File: src/bpsc_div.sv
// ----------------------------------------------------------------------------
// bpsc_div: pipelined restoring divider
// One quotient bit per stage; numerator is below the divisor on entry.
// ----------------------------------------------------------------------------
module bpsc_div #(
  parameter int DW = 12,
  parameter int QW = 16
) (
  input  logic          clk,
  input  logic          en,
  input  logic [DW-1:0] num,
  input  logic [DW-1:0] den,
  output logic [QW-1:0] quo
);

  logic [DW-1:0] rem_q [QW];
  logic [DW-1:0] den_q [QW];
  logic [QW-1:0] quo_q [QW];

  for (genvar j = 0; j < QW; j++) begin : g_stage
    logic [DW-1:0] r_in;
    logic [DW-1:0] d_in;
    logic [QW-1:0] q_in;
    logic [DW:0]   sh;
    logic [DW:0]   df;

    if (j == 0) begin : g_first
      assign r_in = num;
      assign d_in = den;
      assign q_in = '0;
    end else begin : g_next
      assign r_in = rem_q[j-1];
      assign d_in = den_q[j-1];
      assign q_in = quo_q[j-1];
    end

    assign sh = {r_in, 1'b0};
    assign df = sh - {1'b0, d_in};

    always_ff @(posedge clk) begin
      if (en) begin
        den_q[j] <= d_in;
        if (sh >= {1'b0, d_in}) begin
          rem_q[j] <= df[DW-1:0];
          quo_q[j] <= {q_in[QW-2:0], 1'b1};
        end else begin
          rem_q[j] <= sh[DW-1:0];
          quo_q[j] <= {q_in[QW-2:0], 1'b0};
        end
      end
    end
  end

  assign quo = quo_q[QW-1];

endmodule

File: config.mk
export PLATFORM = sky130hd
export DESIGN_NAME = bpsc_div
export DESIGN_NICKNAME = d
export VERILOG_FILES = /design/src/bpsc_div.sv
export SDC_FILE = /design/constraint.sdc
export NUM_CORES = 1
export LEC_CHECK = 0
export BUFFER_PORTS_ARGS = -buffer_cell sky130_fd_sc_hd__clkbuf_2
export CAP_MARGIN = 20
export CORE_AREA = 3 3 248 250
export DETAILED_ROUTE_END_ITERATION = 8
export DIE_AREA = 0 0 251 253
export PLACE_DENSITY = 0.71
export SLEW_MARGIN = 20
export SYNTH_ARGS = -nofsm -noshare
export SYNTH_HDL_FRONTEND = slang
export SYNTH_SLANG_ARGS = --single-unit
File: constraint.sdc
create_clock -name clk -period 4.5 [get_ports clk]
set_input_delay 0.225 -clock clk [delete_from_list [all_inputs] [get_ports clk]]
set_output_delay 0.225 -clock clk [all_outputs]
set_load 0.01 [all_outputs]
==> impl_summary.txt, run 1 <==
----------------------------------------------------
[Clock network]
  Worst-path clk slew ... 0.06 ns
  Number of CTS-inserted buffers ... 53
  Post-CTS Setup Inserts ... 0
  Clock root cell ... sky130_fd_sc_hd__clkbuf_16
  Number of levels in the clock H-tree ... 2
  TritonCTS Sinks ... 496
  CTS Hold Buffers Added ... 22
  Maximum number of buffers from clock root to sink ... 3
  Clock tree from TritonCTS ... built
  Number of gates given a new drive strength after cts ... 0
  Clock latency on the worst-skew pair ... 0.60 ns

[Critical path]
  Worst EP arrival ... 3.31 ns
  Critical path capture point type ... flip-flop
  Largest fanout of any net on the critical path ... 12
  Req. time, crit path ... 4.84 ns
  Critical R2R Launch ... den_q[0][1]$_DFFE_PP_
  Crit Path Class ... reg2reg
  Kind of start point of the critical path ... flip-flop
  Worst setup path startpoint ... den_q[0][1]$_DFFE_PP_
  Logic depth of the worst register-to-register path ... 8
  Reg-to-reg endpoint ... rem_q[0][14]$_DFFE_PP_
  R2R setup slack ... 1.53 ns

[Drt]
  Average detailed-routed wire length per instance ... 16.8 um
  Drt drc ... 0
  Violation count after the first detailed-route iteration ... 1042
  Vias/cell ... 5.44
  Via count of the routed design ... 16500
  Antenna violation net count after detailed routing ... 0
  Routed WL ... 51000 um
  Total iterations of the first detailed-routing run ... 6

[Timing]
  Share of the cycle needed by the critical path after routing ... 0.659
  Post-layout minimum cycle time ... 2.97 ns
  Summed negative setup slack over all endpoints ... 0 ns
  Worst slew margin relative to its limit ... 0.373
  Final number of hold-violating endpoints ... 0
  Highest Clock Rate ... 0.337 GHz
  # setup viols final ... 0
  Count of pins over their slew limit ... 0
  Setup repair after global routing missed its margin ... false
  Post-route clock skew ... 0.0189 ns
  Transition time at the pin with the least slew margin ... 0.940 ns

[Die]
  Number of cell rows ... 89
  Die width ... 251 um
  Initial cell density of the core ... 0.450
  Number of I/O pins ... 42
  Y dimension of the die ... 253 um
  Full die area ... 63500 um^2
  Placeable Area ... 59200 um^2

[Cells and area]
  Diodes inserted ... 0
  Synthesis-to-layout area growth ... 11.2%
  NumNets Final ... 2451
  Fraction of final layout cells with drive strength greater than 1 ... 0.114
  Post-Route Utilization ... 0.500

[Yosys]
  Share of flip-flops with an asynchronous set or reset after synthesis ... 0
  Synth Instances ... 2134
  Distinct cells, synth ... 73
  Yosys warnings ... 0
  Post-synthesis cell area ... 26600 um^2
  Most instantiated flip-flop cell in the synthesis netlist ... sky130_fd_sc_hd__edfxtp_1
  Synthesized net count ... 2366
  Mapped Avg Cell Area ... 12.5 um^2
  Synthesis-stage register bit count ... 496
  Area contributors post-synth ... sky130_fd_sc_hd__edfxtp_1 56%, sky130_fd_sc_hd__ha_1 9.0%, sky130_fd_sc_hd__mux2_2 3.3%, sky130_fd_sc_hd__inv_1 3.2%, sky130_fd_sc_hd__xnor2_1 2.8%
  Largest area contributor in the netlist ... sky130_fd_sc_hd__edfxtp_1
  Sequential area share after synthesis ... 0.559
  Number of enable flip-flop cells after synthesis ... 494
  Area share of the leading cell type in the synthesized netlist ... 0.557

[Min path]
  Worst Hold Class ... in2reg
  Hold Path Origin ... num[0]
  Worst Hold Endpoint ... rem_q[0][1]$_DFFE_PP_
  Hold Path Cell Cnt ... 3

[Power and ir drop]
  Total power draw ... 17800 uW
  Total power per unit cell area ... 602 nW/um^2
  Peak supply drop ... 0.000366 V
  Leakage ... 0.0116 uW

[Placement]
  Total of buffers placed on input and output ports ... 41
  Placed wire-length estimate after detailed placement ... 36700 um
  Gpl congestion ... 0.866

[Global routing]
  Number of global-route vias before repair ... 16600
  Overall routing resource usage ... 0.161
  Number of antenna violations at the first check in global routing ... 0
  Largest net degree at the start of global routing ... 138
  Global-route wire length before repair ... 83600 um
  Overall overflow remaining after global route ... 0

[Flow run]
  Max Cap Violations ... 0

[Status]
  Run status ... completed

----------------------------------------------------
-- metrics by stage --
step / setup WS, ns / cells / instance area [um^2] / hold WS [ns]
6_report: 1.53 / 3035 / 29600 / 0.0714
5_1_grt: 1.26 / 3035 / 29600 / 0.0641
4_1_cts: 1.57 / 3035 / 29600 / 0.0364
3_5_place_dp: 1.58 / 2915 / 27700 / 0.405
3_3_place_gp: 1.66 / 2915 / 27700 / 0.402
2_1_floorplan: 2.11 / 2134 / 26600 / 0.324
-- synth_stat cells (6+ instances only) --
master / number
sky130_fd_sc_hd__and2_1: 29
sky130_fd_sc_hd__o211ai_1: 18
sky130_fd_sc_hd__nor3_1: 44
sky130_fd_sc_hd__a211oi_1: 6
sky130_fd_sc_hd__a21boi_0: 6
sky130_fd_sc_hd__xnor2_1: 86
sky130_fd_sc_hd__nand4_1: 28
sky130_fd_sc_hd__clkbuf_1: 26
sky130_fd_sc_hd__ha_1: 191
sky130_fd_sc_hd__o21ai_0: 109
sky130_fd_sc_hd__mux2_4: 16
sky130_fd_sc_hd__o2111ai_1: 12
sky130_fd_sc_hd__inv_1: 224
sky130_fd_sc_hd__o31a_1: 24
sky130_fd_sc_hd__a31oi_1: 10
sky130_fd_sc_hd__o211ai_2: 8
sky130_fd_sc_hd__o31ai_1: 9
sky130_fd_sc_hd__or2_2: 9
sky130_fd_sc_hd__a21o_1: 12
sky130_fd_sc_hd__nand3_1: 33
sky130_fd_sc_hd__o21a_1: 54
sky130_fd_sc_hd__edfxtp_1: 494
sky130_fd_sc_hd__nand2_1: 55
sky130_fd_sc_hd__o311a_1: 6
sky130_fd_sc_hd__a21oi_1: 112
sky130_fd_sc_hd__xor2_1: 25
sky130_fd_sc_hd__mux2_2: 79
sky130_fd_sc_hd__nor2b_1: 48
sky130_fd_sc_hd__or3_1: 23
sky130_fd_sc_hd__buf_4: 10
sky130_fd_sc_hd__fa_1: 15
sky130_fd_sc_hd__nand2b_1: 21
sky130_fd_sc_hd__mux2i_1: 17
sky130_fd_sc_hd__nor3_2: 10
sky130_fd_sc_hd__mux2_1: 36
sky130_fd_sc_hd__and3_1: 11
sky130_fd_sc_hd__nor2_1: 135
-- where the power goes --
group,internal (uW),switching [uW]
logic,3200,3380
registers,6400,544
clock network,2510,1780
total,12100,5700
-- layer usage --
| metal | track usage | part of all wire | wire length, um |
|---|---|---|---|
| met5 | 0 | 0 | 0 |
| met2 | 0.281 | 0.49 | 25000 |
| met3 | 0.0255 | 0.039 | 1980 |
| met1 | 0.203 | 0.44 | 22300 |
| met4 | 0.0615 | 0.035 | 1780 |
-- worst max-delay path by stage --
| stage | end |
|---|---|
| floorplan | rem_q[0][64]$_DFFE_PP_ |
| CTS | rem_q[0][15]$_DFFE_PP_ |
| global placement | rem_q[0][14]$_DFFE_PP_ |
| detailed placement | rem_q[0][14]$_DFFE_PP_ |
| finish | rem_q[0][14]$_DFFE_PP_ |
| global route | rem_q[0][15]$_DFFE_PP_ |
-- area by class of cell --
cell class	instances	area (um^2)
clock buffers	66	1380
clock inverters	32	332
fillers	5149	29600
inverters	226	848
multi-input cells	1371	10700
flip-flops and latches	496	14900
well taps	773	967
repair buffers	71	508
-- flip-flops by register name, indices dropped and copies added (netlist names) --
signal,flops
rem_q,180
quo_q,136
den_q,180
-- kinds of logic after synthesis --
logic type               Yosys count  share of synthesized area
buffers and inverters            267                     0.0400
AND/OR/NAND/NOR                  474                     0.0932
AO/OA/AOI/OAI                    432                      0.107
adder cells (fa/ha/maj)          206                      0.101
flip-flops                       496                      0.559
multiplexers                     148                     0.0640
XOR/XNOR                         111                     0.0365
-- cells in the final DEF, fill, tap and decap left out, drive strengths merged, types with 10 or more instances in the layout --
cell type    instances
edfxtp             494
inv                227
ha                 191
nor2               135
mux2               131
a21oi              112
o21ai              112
clkbuf             106
xnor2               86
nand2               55
o21a                55
nor3                54
nor2b               48
nand3               33
and2                29
nand4               28
o211ai              26
xor2                25
o31a                24
clkinv              24
or3                 23
dlygate4sd3         22
nand2b              21
mux2i               17
fa                  15
a21o                12
o2111ai             12
and3                11
a31oi               10
-- worst max-delay path: stages (launching register included) --
cell                       delay (ns)
sky130_fd_sc_hd__edfxtp_1        0.40
sky130_fd_sc_hd__inv_1           0.06
sky130_fd_sc_hd__ha_1            0.29
sky130_fd_sc_hd__nor2b_1         0.17
sky130_fd_sc_hd__o211ai_1        0.09
sky130_fd_sc_hd__a21boi_0        0.45
sky130_fd_sc_hd__o211ai_1        0.28
sky130_fd_sc_hd__o21ai_2         0.57
sky130_fd_sc_hd__mux2_2          0.40
Power figures use the tool's default switching activity.
==> run 2: changes to the inputs <==
- ABC_AREA: not set -> 1
- CORE_AREA: 3 3 248 250 -> 3 3 255 257
- DIE_AREA: 0 0 251 253 -> 0 0 258 260
- clock period: 4.5 -> 2.9 ns (I/O delays scaled with it)
==> impl_summary.txt, run 2 <==
----------------------------------------------------
[Status]
  Run status ... completed

[Power and ir drop]
  Power share of the combinational group ... 0.381
  Internal cell power ... 18000 uW
  Total power per unit cell area ... 916 nW/um^2
  Peak supply drop ... 0.000406 V
  Net Sw Power ... 10600 uW
  Sw Share ... 0.371
  Fraction of power consumed by the clock network ... 0.242
  Total power draw ... 28700 uW
  Part of the total power dissipated in sequential elements ... 0.376
  Leakage ... 0.0150 uW

[Timing]
  Post-layout minimum cycle time ... 2.51 ns
  Summed negative setup slack over all endpoints ... 0 ns
  Worst slew margin relative to its limit ... 0.426
  Share of the cycle needed by the critical path after routing ... 0.867
  Highest Clock Rate ... 0.398 GHz
  Hold_ws ... 0.0605 ns
  Post-route clock skew ... 0.0187 ns
  Final number of hold-violating endpoints ... 0
  Transition time at the pin with the least slew margin ... 0.861 ns
  # setup viols final ... 0
  Setup repair after global routing missed its margin ... false
  Count of pins over their slew limit ... 0

[Yosys]
  Number of enable flip-flop cells after synthesis ... 494
  Share of flip-flops with an asynchronous set or reset after synthesis ... 0
  Synthesized net count ... 3384
  Area contributors post-synth ... sky130_fd_sc_hd__edfxtp_1 53%, sky130_fd_sc_hd__nand2_1 15%, sky130_fd_sc_hd__ha_1 8.5%, sky130_fd_sc_hd__inv_1 7.1%, sky130_fd_sc_hd__nand3_1 3.6%
  Post-synthesis cell area ... 28200 um^2
  Most instantiated flip-flop cell in the synthesis netlist ... sky130_fd_sc_hd__edfxtp_1
  Distinct cells, synth ... 36
  Synthesis-stage register bit count ... 496
  Area share of the leading cell type in the synthesized netlist ... 0.526
  Yosys warnings ... 0
  Mapped Avg Cell Area ... 8.94 um^2
  Sequential area share after synthesis ... 0.528
  Leading cell type by number of instances after synthesis ... sky130_fd_sc_hd__nand2_1
  Synth Instances ... 3152
  Largest area contributor in the netlist ... sky130_fd_sc_hd__edfxtp_1
  Most common library cells after synthesis ... 1111 x sky130_fd_sc_hd__nand2_1, 533 x sky130_fd_sc_hd__inv_1, 494 x sky130_fd_sc_hd__edfxtp_1

[Cells and area]
  Commonest non-fill, non-tap cell in the layout ... sky130_fd_sc_hd__nand2_1
  NumNets Final ... 3462
  Most frequent cells in the layout ... 1111 x sky130_fd_sc_hd__nand2_1, 533 x sky130_fd_sc_hd__inv_1, 494 x sky130_fd_sc_hd__edfxtp_1, 202 x sky130_fd_sc_hd__nand3_1, 191 x sky130_fd_sc_hd__ha_1
  Fraction of final layout cells with drive strength greater than 1 ... 0.0459
  Top flop regs ... den_q: 180 flops, rem_q: 180 flops, quo_q: 136 flops
  Diodes inserted ... 0
  Synthesis-to-layout area growth ... 11.1%

[Die]
  Full die area ... 67100 um^2
  Initial cell density of the core ... 0.448
  Die width ... 258 um
  Number of cell rows ... 92
  Number of I/O pins ... 42
  Placeable Area ... 63000 um^2
  Y dimension of the die ... 260 um

[Clock network]
  Maximum number of buffers from clock root to sink ... 3
  TritonCTS Sinks ... 496
  Number of CTS-inserted buffers ... 51
  Clock tree from TritonCTS ... built
  Clock root cell ... sky130_fd_sc_hd__clkbuf_16
  Clock latency on the worst-skew pair ... 0.60 ns
  Number of levels in the clock H-tree ... 2
  Worst-path clk slew ... 0.06 ns
  Number of gates given a new drive strength after cts ... 0
  Post-CTS Setup Inserts ... 0

[Placement]
  Placed wire-length estimate after detailed placement ... 44600 um
  Total of buffers placed on input and output ports ... 41
  Gpl congestion ... 0.892

[Drt]
  Antenna violation net count after detailed routing ... 0
  Drt drc ... 0
  Average detailed-routed wire length per instance ... 14.6 um
  Violation count after the first detailed-route iteration ... 1748
  Vias/cell ... 4.94
  Routed WL ... 60200 um
  Total iterations of the first detailed-routing run ... 8
  Via count of the routed design ... 20300

[Critical path]
  Kind of start point of the critical path ... flip-flop
  Req. time, crit path ... 3.24 ns
  Worst EP arrival ... 2.85 ns
  Crit Path Class ... reg2reg
  Critical path capture point type ... flip-flop
  Largest fanout of any net on the critical path ... 13

[Min path]
  Worst Hold Class ... in2reg

[Flow run]
  Max Cap Violations ... 0

[Global routing]
  Global-route wire length before repair ... 96300 um
  Largest net degree at the start of global routing ... 163
  Overall overflow remaining after global route ... 0
  Number of global-route vias before repair ... 19000
  Overall routing resource usage ... 0.176
  Number of antenna violations at the first check in global routing ... 0

----------------------------------------------------
-- run 2: changes by cell type in the layout (fill, tap and decap cells not counted), moves of 23 or more --
cell,before,now
sky130_fd_sc_hd__nand4_1,28,59
sky130_fd_sc_hd__xnor2_1,86,33
sky130_fd_sc_hd__o31a_1,24,0
sky130_fd_sc_hd__nor2_1,135,158
sky130_fd_sc_hd__mux2_1,36,0
sky130_fd_sc_hd__o21ai_0,109,24
sky130_fd_sc_hd__inv_1,224,533
sky130_fd_sc_hd__nor2b_1,48,0
sky130_fd_sc_hd__o21bai_1,0,27
sky130_fd_sc_hd__or3_1,23,0
sky130_fd_sc_hd__o21a_1,54,16
sky130_fd_sc_hd__mux2_2,79,0
sky130_fd_sc_hd__nand2_1,55,1111
sky130_fd_sc_hd__nand3_1,33,202
-- run 2: worst paths after layout --
check	startpoint	end	slack, ns	cells after the start
setup / recovery	rem_q[1][2]$_DFFE_PP_	rem_q[1][19]$_DFFE_PP_	0.39	11
hold / removal	num[0]	rem_q[0][1]$_DFFE_PP_	0.06	3
setup reg to reg	rem_q[1][2]$_DFFE_PP_	rem_q[1][19]$_DFFE_PP_	0.39	11
hold reg to reg	quo_q[1][97]$_DFFE_PP_	quo_q[1][114]$_DFFE_PP_	0.40	0
-- run 2: logic make-up (layout without fill, tap and decap cells) --
logic type,after synthesis,count (layout),synth area share
xor gates and xnor gates,74,74,0.0230
DFF,496,496,0.528
buffers and inverters,584,701,0.0802
adders and majority gates,206,206,0.0954
and+or+nand+nor,1604,1604,0.235
AOI/OAI and AO/OA,188,188,0.0385
-- run 2: repair_timing --
action                                  4_1_cts  5_1_grt
endpoints found under the setup margin        0        0
hold buffers                                 23        0
hold endpoints to repair                     28        0
-- run 2: layout make-up --
cell class | instances | area, um^2
Clock buffer | 60 | 1330
Timing Repair Buffer | 75 | 566
Inverter | 534 | 2000
Multi-Input combinational cell | 2072 | 11100
Sequential cell | 496 | 14900
Fill cell | 5783 | 31600
Tap cell | 846 | 1060
Clock inverter | 32 | 435
-- run 2: metrics by stage --
stage / utilization / setup WS [ns] / std cells / instance area, um^2
final: 0.497 / 0.386 / 4115 / 31300
after global routing: 0.497 / 0.181 / 4115 / 31300
after CTS: 0.497 / 0.374 / 4115 / 31300
after detailed placement: 0.466 / 0.371 / 4000 / 29300
after global placement: 0.466 / 0.446 / 4000 / 29300
after floorplan: - / 1.01 / 3152 / 28200
-- run 2: layer usage --
layer	up-vias	wire length (um)	global-route usage
met5	-	0	0
met4	0	1530	0.0520
li1	10400	-	-
met3	109	3510	0.0277
met1	9284	28500	0.254
met2	554	26700	0.276
-- run 2: worst max-delay path, stage by stage (launching register included) --
cell and delay, ns:
sky130_fd_sc_hd__edfxtp_1 0.43, sky130_fd_sc_hd__ha_1 0.39, sky130_fd_sc_hd__nand2_1 0.13, sky130_fd_sc_hd__inv_1 0.05
sky130_fd_sc_hd__nand2_1 0.06, sky130_fd_sc_hd__nand2_1 0.06, sky130_fd_sc_hd__nand2_1 0.08, sky130_fd_sc_hd__nand3_1 0.10
sky130_fd_sc_hd__nand2_1 0.38, sky130_fd_sc_hd__nand2_1 0.37, sky130_fd_sc_hd__nand2_1 0.17, sky130_fd_sc_hd__nand2_1 0.05
-- run 2: power by group through the flow --
| stage | Combinational (uW) | Clock, uW | Sequential, uW |
|---|---|---|---|
| 6_report | 10900 | 6960 | 10800 |
| 5_1_grt | 12500 | 7360 | 10900 |
| 4_1_cts | 10900 | 7110 | 10800 |
| 3_5_place_dp | 10700 | 0 | 10900 |
| 3_3_place_gp | 10600 | 0 | 10900 |
| 2_1_floorplan | 8510 | 0 | 10500 |
==> run 3: changes to the inputs <==
- RECOVER_POWER: not set -> 50
==> impl_summary.txt, run 3 (same netlist as run 2, synthesis figures left out) <==
----------------------------------------------------
[Die]
  Y dimension of the die ... 260 um
  Initial cell density of the core ... 0.448
  Placeable Area ... 63000 um^2
  Full die area ... 67100 um^2
  Number of I/O pins ... 42
  Die width ... 258 um
  Number of cell rows ... 92

[Timing]
  Transition time at the pin with the least slew margin ... 1.66 ns
  Final number of hold-violating endpoints ... 0
  Highest Clock Rate ... 0.401 GHz
  Setup repair after global routing missed its margin ... false
  Post-layout minimum cycle time ... 2.50 ns
  # setup viols final ... 0
  Count of pins over their slew limit ... 132
  Summed negative setup slack over all endpoints ... 0 ns
  Post-route clock skew ... 0.0177 ns
  Share of the cycle needed by the critical path after routing ... 0.860
  Worst slew margin relative to its limit ... -0.108

[Drt]
  Antenna violation net count after detailed routing ... 0
  Vias/cell ... 4.94
  Total iterations of the first detailed-routing run ... 6
  Average detailed-routed wire length per instance ... 14.6 um
  Routed WL ... 60100 um
  Violation count after the first detailed-route iteration ... 1714
  Drt drc ... 0
  Via count of the routed design ... 20300

[Clock network]
  Clock root cell ... sky130_fd_sc_hd__clkbuf_16
  Number of gates given a new drive strength after cts ... 0
  TritonCTS Sinks ... 496
  Worst-path clk slew ... 0.06 ns
  Number of levels in the clock H-tree ... 2
  Number of CTS-inserted buffers ... 51
  Clock tree from TritonCTS ... built
  Post-CTS Setup Inserts ... 0
  CTS Hold Buffers Added ... 23
  Clock latency on the worst-skew pair ... 0.60 ns
  Maximum number of buffers from clock root to sink ... 3

[Global routing]
  Number of global-route vias before repair ... 19000
  Global-route wire length before repair ... 96300 um
  Overall overflow remaining after global route ... 0
  Overall routing resource usage ... 0.176
  Largest net degree at the start of global routing ... 163
  Number of antenna violations at the first check in global routing ... 0

[Cells and area]
  Top flop regs ... den_q: 180 flops, rem_q: 180 flops, quo_q: 136 flops
  Fraction of final layout cells with drive strength greater than 1 ... 0.0373
  Post-Route Utilization ... 0.497
  Commonest non-fill, non-tap cell in the layout ... sky130_fd_sc_hd__nand2_1
  NumNets Final ... 3462
  Diodes inserted ... 0
  Most frequent cells in the layout ... 1111 x sky130_fd_sc_hd__nand2_1, 533 x sky130_fd_sc_hd__inv_1, 494 x sky130_fd_sc_hd__edfxtp_1, 202 x sky130_fd_sc_hd__nand3_1, 191 x sky130_fd_sc_hd__ha_1
  Synthesis-to-layout area growth ... 10.9%
  Number of inserted filler cells in the final layout ... 5805

[Power and ir drop]
  Peak supply drop ... 0.000406 V
  Fraction of power consumed by the clock network ... 0.243
  Part of the total power dissipated in sequential elements ... 0.377
  Internal cell power ... 18000 uW
  Leakage ... 0.0149 uW
  Power share of the combinational group ... 0.381
  Sw Share ... 0.371
  Total power per unit cell area ... 917 nW/um^2
  Net Sw Power ... 10600 uW

[Min path]
  Worst Hold Class ... in2reg

[Placement]
  Total of buffers placed on input and output ports ... 41
  Placed wire-length estimate after detailed placement ... 44600 um
  Gpl congestion ... 0.892

[Critical path]
  Req. time, crit path ... 3.24 ns
  Critical path capture point type ... flip-flop
  Largest fanout of any net on the critical path ... 13
  Crit Path Class ... reg2reg
  Kind of start point of the critical path ... flip-flop
  Worst EP arrival ... 2.84 ns

[Flow run]
  Max Cap Violations ... 1

[Status]
  Run status ... finished, violations left
  Violated checks ... capacitance limit, slew limit

----------------------------------------------------
[run 3: cell types whose count changed in the layout (fill, tap and decap cells not counted), sizes merged]
cell and delta:
buf -3, clkbuf +3
[run 3: power groups by stage]
stage          Sequential [uW]  Clock (uW)  Combinational [uW]
4_1_cts                  10800        7110               10900
3_3_place_gp             10900           0               10600
2_1_floorplan            10500           0                8510
5_1_grt                  10900        7360               12500
6_report                 10800        6950               10900
3_5_place_dp             10900           0               10700
[run 3: critical path, cell delays in order (launching register included)]
cell,delay [ns]
sky130_fd_sc_hd__edfxtp_1,0.42
sky130_fd_sc_hd__ha_1,0.39
sky130_fd_sc_hd__nand2_1,0.13
sky130_fd_sc_hd__inv_1,0.05
sky130_fd_sc_hd__nand2_1,0.06
sky130_fd_sc_hd__nand2_1,0.06
sky130_fd_sc_hd__nand2_1,0.08
sky130_fd_sc_hd__nand3_1,0.09
sky130_fd_sc_hd__nand2_1,0.37
sky130_fd_sc_hd__nand2_1,0.36
sky130_fd_sc_hd__nand2_1,0.17
sky130_fd_sc_hd__nand2_1,0.05
[run 3: area by class of cell]
type                            instances  area (um^2)  share of cell area
Sequential cell                       496        14900               0.476
Multi-Input combinational cell       2072        11100               0.354
Inverter                              534         2000              0.0641
Clock buffer                           60         1330              0.0426
Tap cell                              846         1060              0.0338
Timing Repair Buffer                   75          513              0.0164
Clock inverter                         32          435              0.0139
[run 3: per-layer routing]
metal | GRT usage | routed length [um] | share of wire
met2 | 0.276 | 26600 | 0.44
met3 | 0.0277 | 3500 | 0.058
met5 | 0 | 0 | 0
met1 | 0.254 | 28500 | 0.47
met4 | 0.0520 | 1520 | 0.025
[run 3: path summary, 6_finish.rpt]
| check | depth (start not counted) | slack [ns] | endpoint | from |
|---|---|---|---|---|
| setup / recovery | 11 | 0.40 | rem_q[1][19]$_DFFE_PP_ | rem_q[1][2]$_DFFE_PP_ |
| hold / removal | 3 | 0.06 | rem_q[0][1]$_DFFE_PP_ | num[0] |
| setup reg to reg | 11 | 0.40 | rem_q[1][19]$_DFFE_PP_ | rem_q[1][2]$_DFFE_PP_ |
| hold reg to reg | 0 | 0.40 | quo_q[1][114]$_DFFE_PP_ | quo_q[1][97]$_DFFE_PP_ |
[run 3: through the flow]
stage,cells,worst slack (ns),hold slack [ns],power (uW),area [um^2]
4_1_cts,4115,0.374,0.0213,28800,31300
3_3_place_gp,4000,0.446,0.338,21500,29300
3_5_place_dp,4000,0.371,0.341,21700,29300
6_report,4115,0.405,0.0611,28700,31300
5_1_grt,4115,0.181,0.0873,30800,31300
2_1_floorplan,3152,1.01,0.244,19100,28200
